$ cat src/assert_macros.svh
// ----------------------------------------------------------------------------
// assertion macros
// shared concurrent assertion forms, clocked on clk, off during reset
// ----------------------------------------------------------------------------
`ifndef ASSERT_MACROS_SVH
`define ASSERT_MACROS_SVH

// property holds at every edge out of reset
`define ASSERT_HOLDS(lbl, prop) \
	lbl: assert property (@(posedge clk) disable iff (!arst_n) (prop)) \
		else $error("assertion failed");

// antecedent at one edge implies consequent at the next edge
`define ASSERT_NEXT(lbl, ante, cons) \
	lbl: assert property (@(posedge clk) disable iff (!arst_n) (ante) |=> (cons)) \
		else $error("assertion failed");

`endif

$ cat src/cssq_pkg.sv
// ----------------------------------------------------------------------------
// cssq_pkg
// types and constants of the converter soft-start sequencer
// ----------------------------------------------------------------------------
`timescale 1ns / 1ps
`default_nettype none

package cssq_pkg;

	localparam int REF_FRAC_BITS = 24;
	localparam int REF_W         = REF_FRAC_BITS + 1;
	localparam int TIMER_W       = 16;
	localparam int STABLE_W      = 8;
	localparam int STEP_W        = 16;
	localparam int CFG_IDX_W     = 2;
	localparam int CFG_DATA_W    = 16;

	localparam logic [CFG_IDX_W-1:0] CFG_PREPARE_TICKS = 2'd0;
	localparam logic [CFG_IDX_W-1:0] CFG_STABLE_TICKS  = 2'd1;
	localparam logic [CFG_IDX_W-1:0] CFG_STOP_TICKS    = 2'd2;
	localparam logic [CFG_IDX_W-1:0] CFG_RAMP_STEP     = 2'd3;

	localparam logic [7:0]        PREPARE_TICKS_RST = 8'd20;
	localparam logic [7:0]        STABLE_TICKS_RST  = 8'd50;
	localparam logic [15:0]       STOP_TICKS_RST    = 16'd10000;
	localparam logic [STEP_W-1:0] RAMP_STEP_RST     = 16'd419;

	typedef enum logic [2:0] {
		PH_INIT      = 3'd0,
		PH_STANDBY   = 3'd1,
		PH_PREPARE   = 3'd2,
		PH_SOFTSTART = 3'd3,
		PH_RUN       = 3'd4,
		PH_STOPPING  = 3'd5,
		PH_FAULT     = 3'd6
	} phase_t;

	typedef struct packed {
		logic             enable;
		logic             fault_active;
		logic [REF_W-1:0] target_ref;
	} in_item_t;

	typedef struct packed {
		logic [2:0]       phase;
		logic             loop_on;
		logic [REF_W-1:0] ref_value;
	} out_item_t;

endpackage

`default_nettype wire

$ cat src/converter_softstart_sequencer_unit.sv
// ----------------------------------------------------------------------------
// converter_softstart_sequencer_unit
// soft-start sequencer: one slow tick in, one phase / loop / reference out
// ----------------------------------------------------------------------------
//  channel   signals                         direction
//  in        in_valid in_ready in_data        tick transfer into the block
//  out       out_valid out_ready out_data     result transfer out of the block
//  cfg       cfg_wen cfg_index cfg_wdata      register write, no wait
//
//  a tick passes through the input register and then the result register
//  one tick per cycle sustained while out_ready is high
//  the sequencer state updates as a tick moves into the result register
//  a stalled result holds both registers, in_ready drops only when both are full
//  reset clears the sequencer to init and the registers to their defaults
// ----------------------------------------------------------------------------
`timescale 1ns / 1ps
`default_nettype none
`include "assert_macros.svh"

module converter_softstart_sequencer_unit (
	input  wire logic                                 clk,
	input  wire logic                                 arst_n,
	input  wire logic                                 in_valid,
	output logic                                      in_ready,
	input  wire cssq_pkg::in_item_t                   in_data,
	output logic                                      out_valid,
	input  wire logic                                 out_ready,
	output cssq_pkg::out_item_t                       out_data,
	input  wire logic                                 cfg_wen,
	input  wire logic [cssq_pkg::CFG_IDX_W-1:0]       cfg_index,
	input  wire logic [cssq_pkg::CFG_DATA_W-1:0]      cfg_wdata
);

	import cssq_pkg::*;

	logic [7:0]          prepare_ticks_q;
	logic [7:0]          stable_ticks_q;
	logic [15:0]         stop_ticks_q;
	logic [STEP_W-1:0]   ramp_step_q;

	logic                valid_s1;
	in_item_t            item_s1;
	logic                out_valid_q;
	out_item_t           out_data_q;
	logic                advance;

	phase_t              phase_q, phase_d;
	logic [TIMER_W-1:0]  timer_q, timer_d, timer_inc;
	logic [STABLE_W-1:0] stable_q, stable_d, stable_inc;
	logic [REF_W-1:0]    ref_q, ref_d, gap, ref_toward, tgt;
	logic                loop_q, loop_d;
	logic                near;

	// config registers
	always_ff @(posedge clk or negedge arst_n) begin
		if (!arst_n) begin
			prepare_ticks_q <= PREPARE_TICKS_RST;
			stable_ticks_q  <= STABLE_TICKS_RST;
			stop_ticks_q    <= STOP_TICKS_RST;
			ramp_step_q     <= RAMP_STEP_RST;
		end else if (cfg_wen) begin
			case (cfg_index)
				CFG_PREPARE_TICKS: prepare_ticks_q <= cfg_wdata[7:0];
				CFG_STABLE_TICKS:  stable_ticks_q  <= cfg_wdata[7:0];
				CFG_STOP_TICKS:    stop_ticks_q    <= cfg_wdata[15:0];
				CFG_RAMP_STEP:     ramp_step_q     <= cfg_wdata[STEP_W-1:0];
				default:           ;
			endcase
		end
	end

	// handshake
	assign advance  = valid_s1 && (!out_valid_q || out_ready);
	assign in_ready = !valid_s1 || advance;

	always_ff @(posedge clk or negedge arst_n) begin
		if (!arst_n) begin
			valid_s1 <= 1'b0;
		end else if (in_ready) begin
			valid_s1 <= in_valid;
		end
	end

	always_ff @(posedge clk) begin
		if (in_valid && in_ready) begin
			item_s1 <= in_data;
		end
	end

	// next sequencer state
	assign tgt = item_s1.target_ref;

	always_comb begin
		timer_inc  = (timer_q == {TIMER_W{1'b1}}) ? timer_q : timer_q + TIMER_W'(1);
		stable_inc = (stable_q == {STABLE_W{1'b1}}) ? stable_q : stable_q + STABLE_W'(1);
		gap        = (ref_q >= tgt) ? (ref_q - tgt) : (tgt - ref_q);
		near       = gap <= {{(REF_W-STEP_W){1'b0}}, ramp_step_q};
		if (near) begin
			ref_toward = tgt;
		end else if (ref_q < tgt) begin
			ref_toward = ref_q + {{(REF_W-STEP_W){1'b0}}, ramp_step_q};
		end else begin
			ref_toward = ref_q - {{(REF_W-STEP_W){1'b0}}, ramp_step_q};
		end
	end

	always_comb begin
		phase_d  = phase_q;
		timer_d  = timer_q;
		stable_d = stable_q;
		ref_d    = ref_q;
		loop_d   = loop_q;
		case (phase_q)
			PH_INIT: begin
				loop_d  = 1'b0;
				ref_d   = '0;
				phase_d = item_s1.fault_active ? PH_FAULT : PH_STANDBY;
			end
			PH_FAULT: begin
				loop_d = 1'b0;
				ref_d  = '0;
				if (!item_s1.fault_active) begin
					phase_d = PH_STANDBY;
					timer_d = '0;
				end
			end
			PH_STANDBY: begin
				if (item_s1.fault_active) begin
					loop_d  = 1'b0;
					ref_d   = '0;
					phase_d = PH_FAULT;
				end else if (item_s1.enable) begin
					phase_d = PH_PREPARE;
					timer_d = '0;
				end
			end
			PH_PREPARE: begin
				if (item_s1.fault_active) begin
					loop_d  = 1'b0;
					ref_d   = '0;
					phase_d = PH_FAULT;
				end else if (!item_s1.enable) begin
					phase_d = PH_STANDBY;
					timer_d = '0;
				end else if (timer_inc >= {{(TIMER_W-8){1'b0}}, prepare_ticks_q}) begin
					phase_d  = PH_SOFTSTART;
					timer_d  = '0;
					stable_d = '0;
					loop_d   = 1'b1;
				end else begin
					timer_d = timer_inc;
				end
			end
			PH_SOFTSTART: begin
				if (item_s1.fault_active) begin
					loop_d  = 1'b0;
					ref_d   = '0;
					phase_d = PH_FAULT;
				end else if (!item_s1.enable) begin
					phase_d = PH_STOPPING;
					timer_d = '0;
				end else begin
					timer_d = timer_inc;
					ref_d   = ref_toward;
					if (near) begin
						stable_d = stable_inc;
						if (stable_inc >= stable_ticks_q) begin
							phase_d = PH_RUN;
							timer_d = '0;
						end
					end else begin
						stable_d = '0;
					end
				end
			end
			PH_RUN: begin
				if (item_s1.fault_active) begin
					loop_d  = 1'b0;
					ref_d   = '0;
					phase_d = PH_FAULT;
				end else if (!item_s1.enable) begin
					phase_d = PH_STOPPING;
					timer_d = '0;
				end else if (!near) begin
					phase_d  = PH_SOFTSTART;
					timer_d  = '0;
					stable_d = '0;
				end
			end
			PH_STOPPING: begin
				loop_d = 1'b0;
				ref_d  = '0;
				if (item_s1.fault_active) begin
					phase_d = PH_FAULT;
				end else if (timer_inc >= stop_ticks_q) begin
					phase_d = PH_STANDBY;
					timer_d = '0;
				end else begin
					timer_d = timer_inc;
				end
			end
			default: begin
				loop_d  = 1'b0;
				ref_d   = '0;
				phase_d = PH_FAULT;
			end
		endcase
	end

	always_ff @(posedge clk or negedge arst_n) begin
		if (!arst_n) begin
			phase_q  <= PH_INIT;
			timer_q  <= '0;
			stable_q <= '0;
			ref_q    <= '0;
			loop_q   <= 1'b0;
		end else if (advance) begin
			phase_q  <= phase_d;
			timer_q  <= timer_d;
			stable_q <= stable_d;
			ref_q    <= ref_d;
			loop_q   <= loop_d;
		end
	end

	// result register
	always_ff @(posedge clk or negedge arst_n) begin
		if (!arst_n) begin
			out_valid_q <= 1'b0;
		end else if (advance) begin
			out_valid_q <= 1'b1;
		end else if (out_ready) begin
			out_valid_q <= 1'b0;
		end
	end

	always_ff @(posedge clk) begin
		if (advance) begin
			out_data_q.phase     <= phase_d;
			out_data_q.loop_on   <= loop_d;
			out_data_q.ref_value <= ref_d;
		end
	end

	assign out_valid = out_valid_q;
	assign out_data  = out_data_q;

	`ASSERT_HOLDS(a_loop_phase, !loop_q || (phase_q >= PH_SOFTSTART && phase_q <= PH_STOPPING))
	`ASSERT_HOLDS(a_fault_is_safe, phase_q != PH_FAULT || (!loop_q && ref_q == '0))
	`ASSERT_NEXT(a_advance_fills_result, advance, out_valid_q)
	`ASSERT_NEXT(a_ref_holds_when_idle, !advance, $stable(ref_q) && $stable(phase_q))

endmodule

`default_nettype wire

$ cat config.mk
export PLATFORM = sky130hd
export DESIGN_NAME = converter_softstart_sequencer_unit
export DESIGN_NICKNAME = d
export VERILOG_FILES = /design/src/cssq_pkg.sv /design/src/converter_softstart_sequencer_unit.sv
export VERILOG_INCLUDE_DIRS = /design/src /design/src/src
export SDC_FILE = /design/constraint.sdc
export NUM_CORES = 1
export LEC_CHECK = 0
export BUFFER_PORTS_ARGS = -buffer_cell sky130_fd_sc_hd__buf_2
export CORE_UTILIZATION = 50
export CTS_BUF_LIST = sky130_fd_sc_hd__clkbuf_8
export CTS_CLUSTER_DIAMETER = 120
export DETAILED_ROUTE_END_ITERATION = 8
export PLACE_DENSITY = 0.79
export SLEW_MARGIN = 20
export SYNTH_ARGS = -nofsm -noshare
export SYNTH_HDL_FRONTEND = slang
export SYNTH_SLANG_ARGS = --single-unit
$ cat constraint.sdc
create_clock -name clk -period 6.05 [get_ports clk]
set_clock_uncertainty 0.1 [all_clocks]
set_input_delay 0.3025 -clock clk [delete_from_list [all_inputs] [get_ports clk]]
set_output_delay 0.3025 -clock clk [all_outputs]
set_load 0.03 [all_outputs]
### Word-level counts from Yosys, hierarchy flattened

Index checks and enable logic that the tools add are counted.

| word-level totals | value |
|---|---|
| word-level logic and storage cells | 131 |
| memories | 0 |
| register bits after elaboration | 159 |
| bits of input ports | 50 |
| bits in latches | 0 |
| output and inout bits | 31 |
| memory bits (writable) | 0 |
| bits in read-only memories | 0 |

| cells by class | value |
|---|---|
| add/subtract/negate cells | 6 |
| $lt $le $gt $ge | 6 |
| reduce and logical (&&, ||, !) cells | 19 |
| equality and inequality tests | 24 |
| div/mod/pow operators | 0 |
| $mul | 0 |
| muxes and demuxes | 59 |
| bitwise logic cells | 0 |
| shift operators | 0 |

Operators with widths:

| operator | count |
|---|---|
| two-way mux 16 bit | 16 |
| two-way mux 25 bit | 6 |
| one-hot mux 16 bit (6 select lines) | 1 |
| two-way mux 8 bit | 10 |
| one-hot mux 25 bit (2 select lines) | 1 |
| subtractor 25 bit | 2 |
| two-way mux 3 bit | 16 |
| adder 25 x 16 -> 25 bit | 1 |
| >= comparator 25 bit | 1 |
| <= comparator 25 x 16 -> 1 bit | 1 |
| < comparator 25 bit | 1 |
| subtractor 25 x 16 -> 25 bit | 1 |
| inequality test 2 bit, second input constant | 12 |
| one-hot mux 8 bit (3 select lines) | 1 |
| one-hot mux 3 bit (7 select lines) | 1 |
| AND reduction 10 bit | 2 |
| adder 16 x 1 -> 16 bit, second input constant | 1 |
| equality test 16 bit, second input constant | 1 |
| >= comparator 16 bit | 1 |
| >= comparator 16 x 8 -> 1 bit | 1 |
| equality test 3 bit, second input constant | 3 |
| adder 8 x 1 -> 8 bit, second input constant | 1 |
| equality test 8 bit, second input constant | 1 |
| >= comparator 8 bit | 1 |
| other kinds (17) | 31 |

### Longest topological paths before layout

Gate-level depths: netlist of the first run.

| logic depth | value |
|---|---|
| word-level depth | 8 |
| mapped depth | 31 |
| gate-level depth less buffers | 26 |

### Least setup slack after synthesis of the first run

OpenSTA, ideal clock, no wires.

| timing path | value |
|---|---|
| kind | register to register |
| start point | register ref_q[21] |
| end point | register out_data_q (netlist bit out_data[15]), data pin |
| stages on the path, launching flop included | 31 |
| setup time | 0.257 ns |
| data required time | 5.693 ns |
| slack | 0.184 ns |
| buffers on the path | 5 |
| clock period less this slack | 5.866 ns |
| arrival time | 5.509 ns |
| path through | dfrtp_1 > ha_1 > buf_4 > and2_4 > nand3_2 > or4_4 > o211ai_4 > or2_1 > buf_4 > buf_2 > mux2_2 > a31oi_1 > o22ai_1 > nand2_1 > nand3_1 > a221oi_1 > xnor2_1 > ha_1 > a21oi_1 > nor2b_1 > o311ai_0 > a21oi_1 > o21ai_0 > o21ai_0 > nand4b_4 > nor2_2 > buf_6 > buf_6 > mux2i_1 > nand2_1 > a32o_1 |

| between the ends | value |
|---|---|
| cells in the longest elaborated chain, start to end | 7 |
| elaborated cells between the ends (all ways) | 11 |
| those cells by class | add/sub: 2; order compare: 3; mux: 6 |

RTL lines:

| element | RTL line | source |
|---|---|---|
| start: declaration | converter_softstart_sequencer_unit.sv:50 | `logic [REF_W-1:0] ref_q, ref_d, gap, ref_toward, tgt;` |
| start signal: assignment | converter_softstart_sequencer_unit.sv:221 | `ref_q <= ref_d;` |
| subtractor 25 bit / >= comparator 25 bit (equally long branches) | converter_softstart_sequencer_unit.sv:96 | `gap = (ref_q >= tgt) ? (ref_q - tgt) : (tgt - ref_q);` |
| two-way mux 25 bit | converter_softstart_sequencer_unit.sv:96 |  |
| <= comparator 25 x 16 -> 1 bit | converter_softstart_sequencer_unit.sv:97 | `near = gap <= {{(REF_W-STEP_W){1'b0}}, ramp_step_q};` |
| two-way mux 25 bit * | converter_softstart_sequencer_unit.sv:98 | `if (near) begin` |
| two-way mux 25 bit * | converter_softstart_sequencer_unit.sv:159 | `end else if (!item_s1.enable) begin` |
| two-way mux 25 bit * | converter_softstart_sequencer_unit.sv:155 | `if (item_s1.fault_active) begin` |
| one-hot mux 25 bit (2 select lines) * | converter_softstart_sequencer_unit.sv:113 | `case (phase_q)` |
| net ref_d[15] | converter_softstart_sequencer_unit.sv:50 |  |
| end: declaration | converter_softstart_sequencer_unit.sv:44 | `out_item_t out_data_q;` |

Mark *: on every way through the listed nets, which the timed path passes. The rest lies on a longest branch.
A chain may end at the register's enable or synchronous reset.

### Worst setup path after layout of the first run

| timing path | value |
|---|---|
| start point | register item_s1 (netlist bit tgt[4]) |
| end point | register out_data_q (netlist bit out_data[4]), data pin |

| between the ends | value |
|---|---|
| cells in the longest elaborated chain, start to end | 7 |
| elaborated cells between the ends (all ways) | 11 |
| those cells by class | add/sub: 2; order compare: 3; mux: 6 |

RTL lines:

| element | RTL line | source |
|---|---|---|
| start: declaration | converter_softstart_sequencer_unit.sv:42 | `in_item_t item_s1;` |
| start signal: assignment | converter_softstart_sequencer_unit.sv:86 | `item_s1 <= in_data;` |
| subtractor 25 bit / >= comparator 25 bit (equally long branches) | converter_softstart_sequencer_unit.sv:96 |  |
| two-way mux 25 bit | converter_softstart_sequencer_unit.sv:96 |  |
| <= comparator 25 x 16 -> 1 bit | converter_softstart_sequencer_unit.sv:97 |  |
| two-way mux 25 bit * | converter_softstart_sequencer_unit.sv:98 |  |
| two-way mux 25 bit * | converter_softstart_sequencer_unit.sv:159 |  |
| two-way mux 25 bit * | converter_softstart_sequencer_unit.sv:155 |  |
| one-hot mux 25 bit (2 select lines) * | converter_softstart_sequencer_unit.sv:113 |  |
| net ref_d[4] | converter_softstart_sequencer_unit.sv:50 |  |

Marks and branches as above.

==> results.toml, run 1 <==
[outcome]
status = "complete, no violations"

[synth]
syn-num-nets = 1585
ys.warnings.count = 0
ys_types = 92
ys_seq_area_share_pct = 33.7
synthArstFlopShare_pct = 64.8
synth_edf_count = 56
synth_area_per_cell_um2 = 9.03
synth-seq-cells = 159
synthesis.area_um2 = 12700
ys.flop_type = "dfrtp_1"
syn_inst = 1408

[clock_network]
clockRootBuffer = "clkbuf_8"
cts_tree = "yes"
worstSkewPairLatency_ns = 0.50
cts_buffer_depth = 2
h-tree-depth = 4
cts.sinks = 159
cts.clk_slew.worst_paths_ns = 0.12
cts_buffers = 17

[power_and_ir_drop]
powerDensity_nw_per_um2 = 257
power_leakage_nw = 6.68
total_power_mw = 3.81
vdd_drop_max_mv = 0.144

[layout]
fin_nets = 1744
design_area_um2 = 14800
diodes = 0
syn2layout_area_growth_pct = 16.7
final_common_cell = "nand2_1"
final_cell_mix = "136 x nand2_1, 126 x inv_1, 121 x ha_1"
drive_above_1_share_pct = 18.4

[drt]
drt_iter0_drc = 1347
vias_per_cell = 6.25
ant_nets = 0
vias = 11900
drt_pass1_iterations = 6
drt-total-wl_um = 38800
drc = 0
wl_per_cell_um = 20.4

[global_routing]
grt_pass1_vias = 11400
grt_use_total_pct = 29.9
antenna_found_initial = 0
overflow = 0
grt_pass1_wl_um = 60500
grt_max_degree = 61

[die]
core_area_um2 = 24600
initial_core_util_pct = 51.7
dieHeight_um = 161
io_pins = 81
row_count = 57
die_w_um = 161
die-area_um2 = 26100

[timing]
worst_pin_slew_ns = 0.978
finalSetupViolCount = 0
hold_viol_final = 0
worst_slack_ns = 0.152
max_freq_mhz = 170
period_share_pct = 97.5
tns_ns = 0
slew_headroom_pct = 34.6
min_period_ns = 5.90
rsz0062_at_grt = "true"
report.final.slew_viol_count = 0

[critical_path]
ff2ff_path_depth = 24
crit_arrival_ns = 6.04
crit_type = "flip-flop to flip-flop"
ff2ff_setup_slack_ns = 0.15
crit_path_end = "out_data[4]$_DFFE_PP_"
endpoint_kind = "flip-flop"
r2r_end = "out_data[4]$_DFFE_PP_"
cp.required_ns = 6.20
critPathMaxFanout = 18
startpoint_type = "flip-flop"
crit_start = "tgt[4]$_DFFE_PP_"
r2r_start = "tgt[4]$_DFFE_PP_"

[hold_path]
holdCritPathClass = "primary input to flip-flop"

[run]
drv_cap = 0

[placed_design]
port_buffers = 80
place_congestion = 0.981
dp_slack_ns = 0.0578
placed_area_um2 = 13800
dp_hpwl_um = 28900
## worst max-delay path: stages (launching register included)
cell	delay, ns
edfxtp_1	0.45
inv_1	0.07
ha_1	0.37
a2111o_1	0.47
o211ai_1	0.25
a211oi_2	0.12
or2_4	0.26
buf_4	0.16
buf_4	0.22
nor3_1	0.29
a21oi_2	0.10
a21oi_1	0.18
xnor2_1	0.21
ha_1	0.31
a21o_1	0.16
a21oi_1	0.25
nand3b_1	0.16
o21ai_1	0.19
o21ai_0	0.11
nand4b_4	0.20
nor2_4	0.13
buf_4	0.15
and3b_1	0.17
a211o_1	0.29
a32o_1	0.26
## worst min-delay path by stage
stage,startpoint,cells past startpoint,endpoint
2_1_floorplan,arst_n,0,loop_q$_DFFE_PN0P_
3_3_place_gp,arst_n,1,prepare_ticks_q[1]$_DFFE_PN0P_
3_5_place_dp,arst_n,1,prepare_ticks_q[1]$_DFFE_PN0P_
4_1_cts,cfg_wdata[7],3,prepare_ticks_q[7]$_DFFE_PN0P_
5_1_grt,cfg_wdata[0],2,stop_ticks_q[0]$_DFFE_PN0P_
6_report,cfg_wdata[0],2,stable_ticks_q[0]$_DFFE_PN0P_
## state kept, by name, summed over array words and instances, names as in the netlist, 2 cells and up
register and count:
ref_q 25, prepare_ticks_q 8, stable_q 8, item_s1 2
phase_q 3, stop_ticks_q 16, stable_ticks_q 8, tgt 25
timer_q 16, out_data 29, ramp_step_q 16
## cell type report
class                      count  area [um^2]
clock buffer                  17          234
clock inverter                15          191
fill                        2086         9770
inverter                     127          477
multi-input combinational   1063         7780
sequential                   159         4280
tap                          324          405
timing repair buffer         199         1470
## through the flow
stage	std cells	util (%)	hold slack, ns
2_1_floorplan	1408	-	-0.0931
3_3_place_gp	1820	56.0	0.228
3_5_place_dp	1820	56.0	0.239
4_1_cts	1896	59.5	0.00121
5_1_grt	1904	60.3	0.000570
6_report	1904	60.3	0.00705
## power breakdown
group          total [mW]  switching [mW]  internal, mW
registers            1.41           0.154          1.26
clock network       0.869           0.513         0.356
logic                1.53           0.901         0.624
total                3.81            1.57          2.24
## Yosys cell counts (22+ instances only)
| master | n | area, um^2 |
|---|---|---|
| nor2_1 | 71 | 267 |
| clkbuf_1 | 39 | 146 |
| nand4_1 | 22 | 138 |
| xnor2_1 | 49 | 429 |
| dfrtp_1 | 88 | 2200 |
| mux2_2 | 47 | 529 |
| a21oi_1 | 98 | 490 |
| a21o_1 | 33 | 248 |
| o21ai_0 | 79 | 395 |
| nand3_1 | 39 | 195 |
| ha_1 | 124 | 1550 |
| nand2_1 | 136 | 510 |
| a32o_1 | 32 | 320 |
| edfxtp_1 | 56 | 1680 |
| inv_1 | 126 | 473 |
## cell families (layout without fill, tap and decap cells)
group / after synthesis / count (layout) / share of synthesized area [%]
XOR/XNOR: 64 / 64 / 4.41
AND/OR/NAND/NOR: 387 / 387 / 15.2
flip-flops: 159 / 159 / 33.7
AO/OA/AOI/OAI: 429 / 429 / 23.2
multiplexers: 56 / 56 / 4.89
adder cells (fa/ha/maj): 127 / 127 / 12.7
buffers and inverters: 186 / 358 / 5.95
## timing repair
action,CTS,global route
resized for setup,0,26
endpoints found under the setup margin,0,79
setup buffers,0,6
hold buffers,44,0
endpoints found under the hold margin,93,0
## routing by layer
layer	vias up	global-route usage, %	routed length (um)
met5	-	0	0
met4	0	12.7	1550
met3	100	5.83	3100
met2	580	47.5	17800
met1	5735	39.8	16300
li1	5478	-	-
No activity file was read; power rests on OpenSTA's default activity.
==> run 2, diff against run 1 <==
Settings changed: CORE_MARGIN set to 1.5, SETUP_SLACK_MARGIN set to 0.5.
==> run 2 against run 1 <==
Compared with the run above:
- power is 1.8% higher
- non-clock buffer count is 46 higher
- cell count is 2.8% higher
- wire length is 4.8% higher
- clock power is 10% lower
- critical path depth is 3 higher
- first-iteration DRC count is 9.1% lower
- utilization is 2.9 points higher
- critical path type unchanged
- largest power group unchanged
==> results.toml, run 2 (synthesis gave the netlist of run 1 again) <==
[power_and_ir_drop]
powerDensity_nw_per_um2 = 245
power_leakage_nw = 6.97
vdd_drop_max_mv = 0.174

[die]
die-area_um2 = 26400
row_count = 58
die_w_um = 162
io_pins = 81
core_area_um2 = 25000
dieHeight_um = 162
initial_core_util_pct = 50.8

[timing]
rsz0062_at_grt = "true"
period_share_pct = 93.7
report.final.slew_viol_count = 0
tns_ns = 0
worst_pin_slew_ns = 1.08
max_freq_mhz = 176
slew_headroom_pct = 27.6
hold_viol_final = 0
min_period_ns = 5.67
finalSetupViolCount = 0

[layout]
fin_nets = 1791
layout.cells.non_filler = 1957
final_common_cell = "nand2_1"
drive_above_1_share_pct = 26.4
largest_reg_flops = 29
diodes = 0
syn2layout_area_growth_pct = 24.5
final_cell_mix = "131 x nand2_1, 117 x inv_1, 101 x ha_1"
postLayoutCoreUtil_pct = 63.2

[drt]
drt_pass1_iterations = 7
drc = 0
drt-total-wl_um = 40700
drt_iter0_drc = 1224
vias = 12200
vias_per_cell = 6.22
ant_nets = 0
wl_per_cell_um = 20.8

[global_routing]
grt_pass1_vias = 11800
antenna_found_initial = 0
overflow = 0
grt_use_total_pct = 29.7
grt_max_degree = 57
grt_pass1_wl_um = 61200

[critical_path]
critPathMaxStageDelay_ns = 0.45
critical-path-top-delay-family = "compound AO/OA/AOI/OAI gates"
cp_slowest_cell = "edfxtp_1"
crit_arrival_ns = 5.82
crit_type = "flip-flop to flip-flop"
cp.required_ns = 6.19
crit_buf_inv = 7
startpoint_type = "flip-flop"
critPathMaxFanout = 16
cpMostUsedCell = "buf_4"
endpoint_kind = "flip-flop"

[clock_network]
cts.sinks = 159
worstSkewPairLatency_ns = 0.49
cts.clk_slew.worst_paths_ns = 0.10
cts_tree = "yes"
cts_buffer_depth = 2
cts_buffers = 17
h-tree-depth = 4
clockRootBuffer = "clkbuf_8"

[outcome]
status = "complete, no violations"

[placed_design]
place_congestion = 0.980
port_buffers = 80
dp_hpwl_um = 27800
place_inst = 1797

[run]
drv_cap = 0

[hold_path]
holdCritPathClass = "primary input to flip-flop"
[run 2: repair_timing]
item,CTS,global route
endpoints found under the hold margin,89,0
pin swaps,26,59
cloned,1,5
setup buffers,42,40
hold buffers,40,0
resized for setup,69,92
setup endpoints to repair,79,80
[run 2: final timing paths]
kind	to	slack, ns	from	cells past startpoint
min in group asynchronous	timer_q[1]$_DFFE_PN0P_	0.26	arst_n	2
max reg2reg	out_data[4]$_DFFE_PP_	0.38	tgt[4]$_DFFE_PP_	27
max	out_data[4]$_DFFE_PP_	0.38	tgt[4]$_DFFE_PP_	27
max in group asynchronous	ref_q[1]$_DFFE_PN0P_	4.31	arst_n	3
min reg2reg	out_valid$_DFFE_PN0P_	0.41	valid_s1$_DFFE_PN0N_	1
min	ramp_step_q[8]$_DFFE_PN1P_	0.02	cfg_wdata[8]	2
[run 2: layout make-up]
cell class | instances | area (um^2)
inverter | 127 | 477
clock buffer | 17 | 234
multi-input combinational | 1064 | 8290
sequential | 159 | 4300
timing repair buffer | 245 | 2000
tap | 330 | 413
clock inverter | 15 | 124
fill | 1986 | 9200
[run 2: worst register-to-register path, cell delays in order (launching register included)]
cell and delay [ns]:
edfxtp_1 0.45, inv_2 0.10, ha_4 0.21, a2111o_1 0.42, o211ai_1 0.25, a211oi_2 0.13
buf_4 0.15, buf_4 0.14, nor2_4 0.11, buf_4 0.14, buf_12 0.09, buf_12 0.14
nand2_1 0.07, a32o_1 0.25, a311oi_1 0.33, xnor2_1 0.18, ha_1 0.28, nor2b_1 0.13
o21ai_0 0.19, nand3b_1 0.10, o21ai_1 0.15, o21ai_1 0.09, nand4b_4 0.23, nor2_4 0.17
buf_6 0.15, and3b_1 0.18, a211o_1 0.25, a32o_1 0.25
[run 2: through the flow]
step	power (mW)	instance area, um^2	worst slack (ns)	hold WS [ns]
after floorplan	2.41	12700	0.519	-0.0931
after global placement	2.80	13600	0.235	0.274
after detailed placement	2.84	13600	0.0915	0.263
after CTS	3.71	15100	0.502	0.000222
after global routing	4.08	15800	0.0768	0.00129
final	3.88	15800	0.380	0.0241
[run 2: report_power, final]
part | internal (mW) | switching (mW)
Clock | 0.298 | 0.482
Sequential | 1.26 | 0.166
Combinational | 0.716 | 0.953
Total | 2.28 | 1.60
[run 2: layer usage]
layer / routed length (um) / global-route usage [%]
met3: 2830 / 4.81
met5: 0 / 0
met4: 2170 / 15.9
met2: 19900 / 50.4
met1: 15800 / 36.1
==> run 3, diff against run 2 <==
Settings changed: CORE_ASPECT_RATIO set to 1.25.
==> run 3 against run 2 <==
Compared with the run above:
- largest cell class unchanged
- largest power group unchanged
- clock power rose by 7.2%
- die area barely moved
- cell area rose by 0.11%
- non-clock buffer count rose by 3
- critical path depth fell by 1
- highest routed layer unchanged
- wire length rose by 1.7%
- via count barely moved
- sequential power barely moved
==> results.toml, run 3 (synthesis gave the netlist of run 1 again) <==
[drt]
drt_pass1_iterations = 6
vias = 12200
drc = 0
ant_nets = 0
vias_per_cell = 6.20
drt_iter0_drc = 937
drt-total-wl_um = 41300
wl_per_cell_um = 21.0

[global_routing]
antenna_found_initial = 0
grt_use_total_pct = 30.5
grt_pass1_wl_um = 62900
grt_max_degree = 55
overflow = 0
grt_pass1_vias = 12000

[layout]
seq_area_um2 = 4290
multiInputGateArea_um2 = 8360
largest_reg_flops = 29
final_cell_mix = "131 x nand2_1, 128 x inv_1, 109 x buf_4"
diodes = 0
postLayoutCoreUtil_pct = 63.1
fin_nets = 1793
syn2layout_area_growth_pct = 24.7
fillers = 1941
final_common_cell = "nand2_1"
drive_above_1_share_pct = 25.7

[timing]
max_freq_mhz = 173
hold_viol_final = 0
slew_headroom_pct = 37.3
rsz0062_at_grt = "true"
tns_ns = 0
worst_pin_slew_ns = 0.937
hold_ws_ns = 0.0111
worst_slack_ns = 0.258
period_share_pct = 95.7
report.final.slew_viol_count = 0
min_period_ns = 5.79
finalSetupViolCount = 0

[clock_network]
clockRootBuffer = "clkbuf_8"
worstSkewPairLatency_ns = 0.50
cts_buffers = 17
cts.clk_slew.worst_paths_ns = 0.09
cts_tree = "yes"
cts_buffer_depth = 2
cts.sinks = 159
h-tree-depth = 4

[power_and_ir_drop]
p_sw_share_pct = 39.3
switchingPower_mw = 1.53
powerDensity_nw_per_um2 = 246
power_leakage_nw = 7.02
pwr-share-clk_pct = 21.4
p_seq_share_pct = 36.4
p_int_mw = 2.37
p_comb_share_pct = 42.2
total_power_mw = 3.90
vdd_drop_max_mv = 0.193

[placed_design]
port_buffers = 80
place_congestion = 0.986
dp_hpwl_um = 29600
dp_slack_ns = 0.105

[die]
initial_core_util_pct = 50.6
die-area_um2 = 26400
dieHeight_um = 181
row_count = 65
core_area_um2 = 25100
die_w_um = 146
io_pins = 81

[hold_path]
holdCritPathClass = "primary input to flip-flop"

[critical_path]
crit_start = "tgt[4]$_DFFE_PP_"
crit_arrival_ns = 5.92
startpoint_type = "flip-flop"
crit_buf_inv = 3
crit_path_end = "out_data[14]$_DFFE_PP_"
endpoint_kind = "flip-flop"
r2r_start = "tgt[4]$_DFFE_PP_"
r2r_end = "out_data[14]$_DFFE_PP_"
crit_type = "flip-flop to flip-flop"
crit_cells = 26
critical-path-top-delay-family = "compound AO/OA/AOI/OAI gates"
ff2ff_path_depth = 26
cp_slowest_cell = "a2111o_1"
critPathMaxFanout = 6
cp.required_ns = 6.18
critPathMaxStageDelay_ns = 0.45
ff2ff_setup_slack_ns = 0.26

[outcome]
status = "complete, no violations"

[run]
drv_cap = 0
==> run 3: cell count changes in the layout (fill, tap and decap cells not counted), moves of 4 or more <==
cell           before  now
inv_1             117  128
inv_2              10    2
dfrtp_2            15   10
dfrtp_1            73   78
a21oi_2            14   10
dlygate4sd3_1      40   44
buf_12             11    4
a21oi_4             0    4
inv_8               4    0
buf_4              99  109
==> run 3: metal layers <==
| layer | track usage (%) | vias up | wire (um) |
|---|---|---|---|
| met5 | 0 | - | 0 |
| met3 | 4.65 | 154 | 2660 |
| met4 | 18.6 | 0 | 2510 |
| li1 | - | 5568 | - |
| met1 | 36.1 | 5852 | 15800 |
| met2 | 52.0 | 600 | 20400 |
==> run 3: worst min path at each step <==
stage                       startpoint  slack (ns)                             end  cells past startpoint
after floorplan                 arst_n       -0.09              loop_q$_DFFE_PN0P_                      0
after global placement          arst_n        0.31     stop_ticks_q[0]$_DFFE_PN0P_                      1
after detailed placement        arst_n        0.31         stable_q[1]$_DFFE_PN0P_                      1
after CTS                 cfg_wdata[6]       0.003  prepare_ticks_q[6]$_DFFE_PN0P_                      3
after global routing      cfg_wdata[6]        0.02   stable_ticks_q[6]$_DFFE_PN0P_                      2
final                     cfg_wdata[6]        0.01  prepare_ticks_q[6]$_DFFE_PN0P_                      3
==> run 3: cell type report <==
cell class                      instances  share of cell area (%)
Clock buffer                           18                    1.56
Clock inverter                         14                   0.947
Inverter                              127                    3.01
Multi-Input combinational cell       1063                    52.8
Sequential cell                       159                    27.1
Tap cell                              335                    2.64
Timing Repair Buffer                  248                    12.0
==> run 3: power by group through the flow <==
| stage | Combinational (mW) | Sequential (mW) | Clock [mW] |
|---|---|---|---|
| global route | 1.78 | 1.44 | 0.883 |
| floorplan | 1.02 | 1.39 | 0 |
| CTS | 1.53 | 1.41 | 0.841 |
| global placement | 1.40 | 1.42 | 0 |
| finish | 1.65 | 1.42 | 0.836 |
| detailed placement | 1.43 | 1.43 | 0 |
==> run 3: per-stage QoR <==
step	cells	cell area, um^2
2_1_floorplan	1408	12700
5_1_grt	1964	15900
3_5_place_dp	1834	13900
4_1_cts	1934	15200
6_report	1964	15900
3_3_place_gp	1834	13800
==> run 3: worst register-to-register path, delay by kind of cell, from the launching register on <==
family / cells / cell delay (ns)
compound gates: 13 / 2.64
buf+inv: 3 / 0.37
fa+ha+maj: 2 / 0.50
flops: 1 / 0.41
simple gates: 6 / 1.01
mux: 1 / 0.32
xor+xnor: 1 / 0.16
==> run 3: repair_timing <==
item / CTS / global route
endpoints found under the setup margin: 79 / 79
gates cloned: 1 / 1
hold buffers: 44 / 0
hold endpoints to repair: 101 / 0
gates resized for setup: 67 / 94
pin swaps: 19 / 57
buffers inserted: 23 / 29
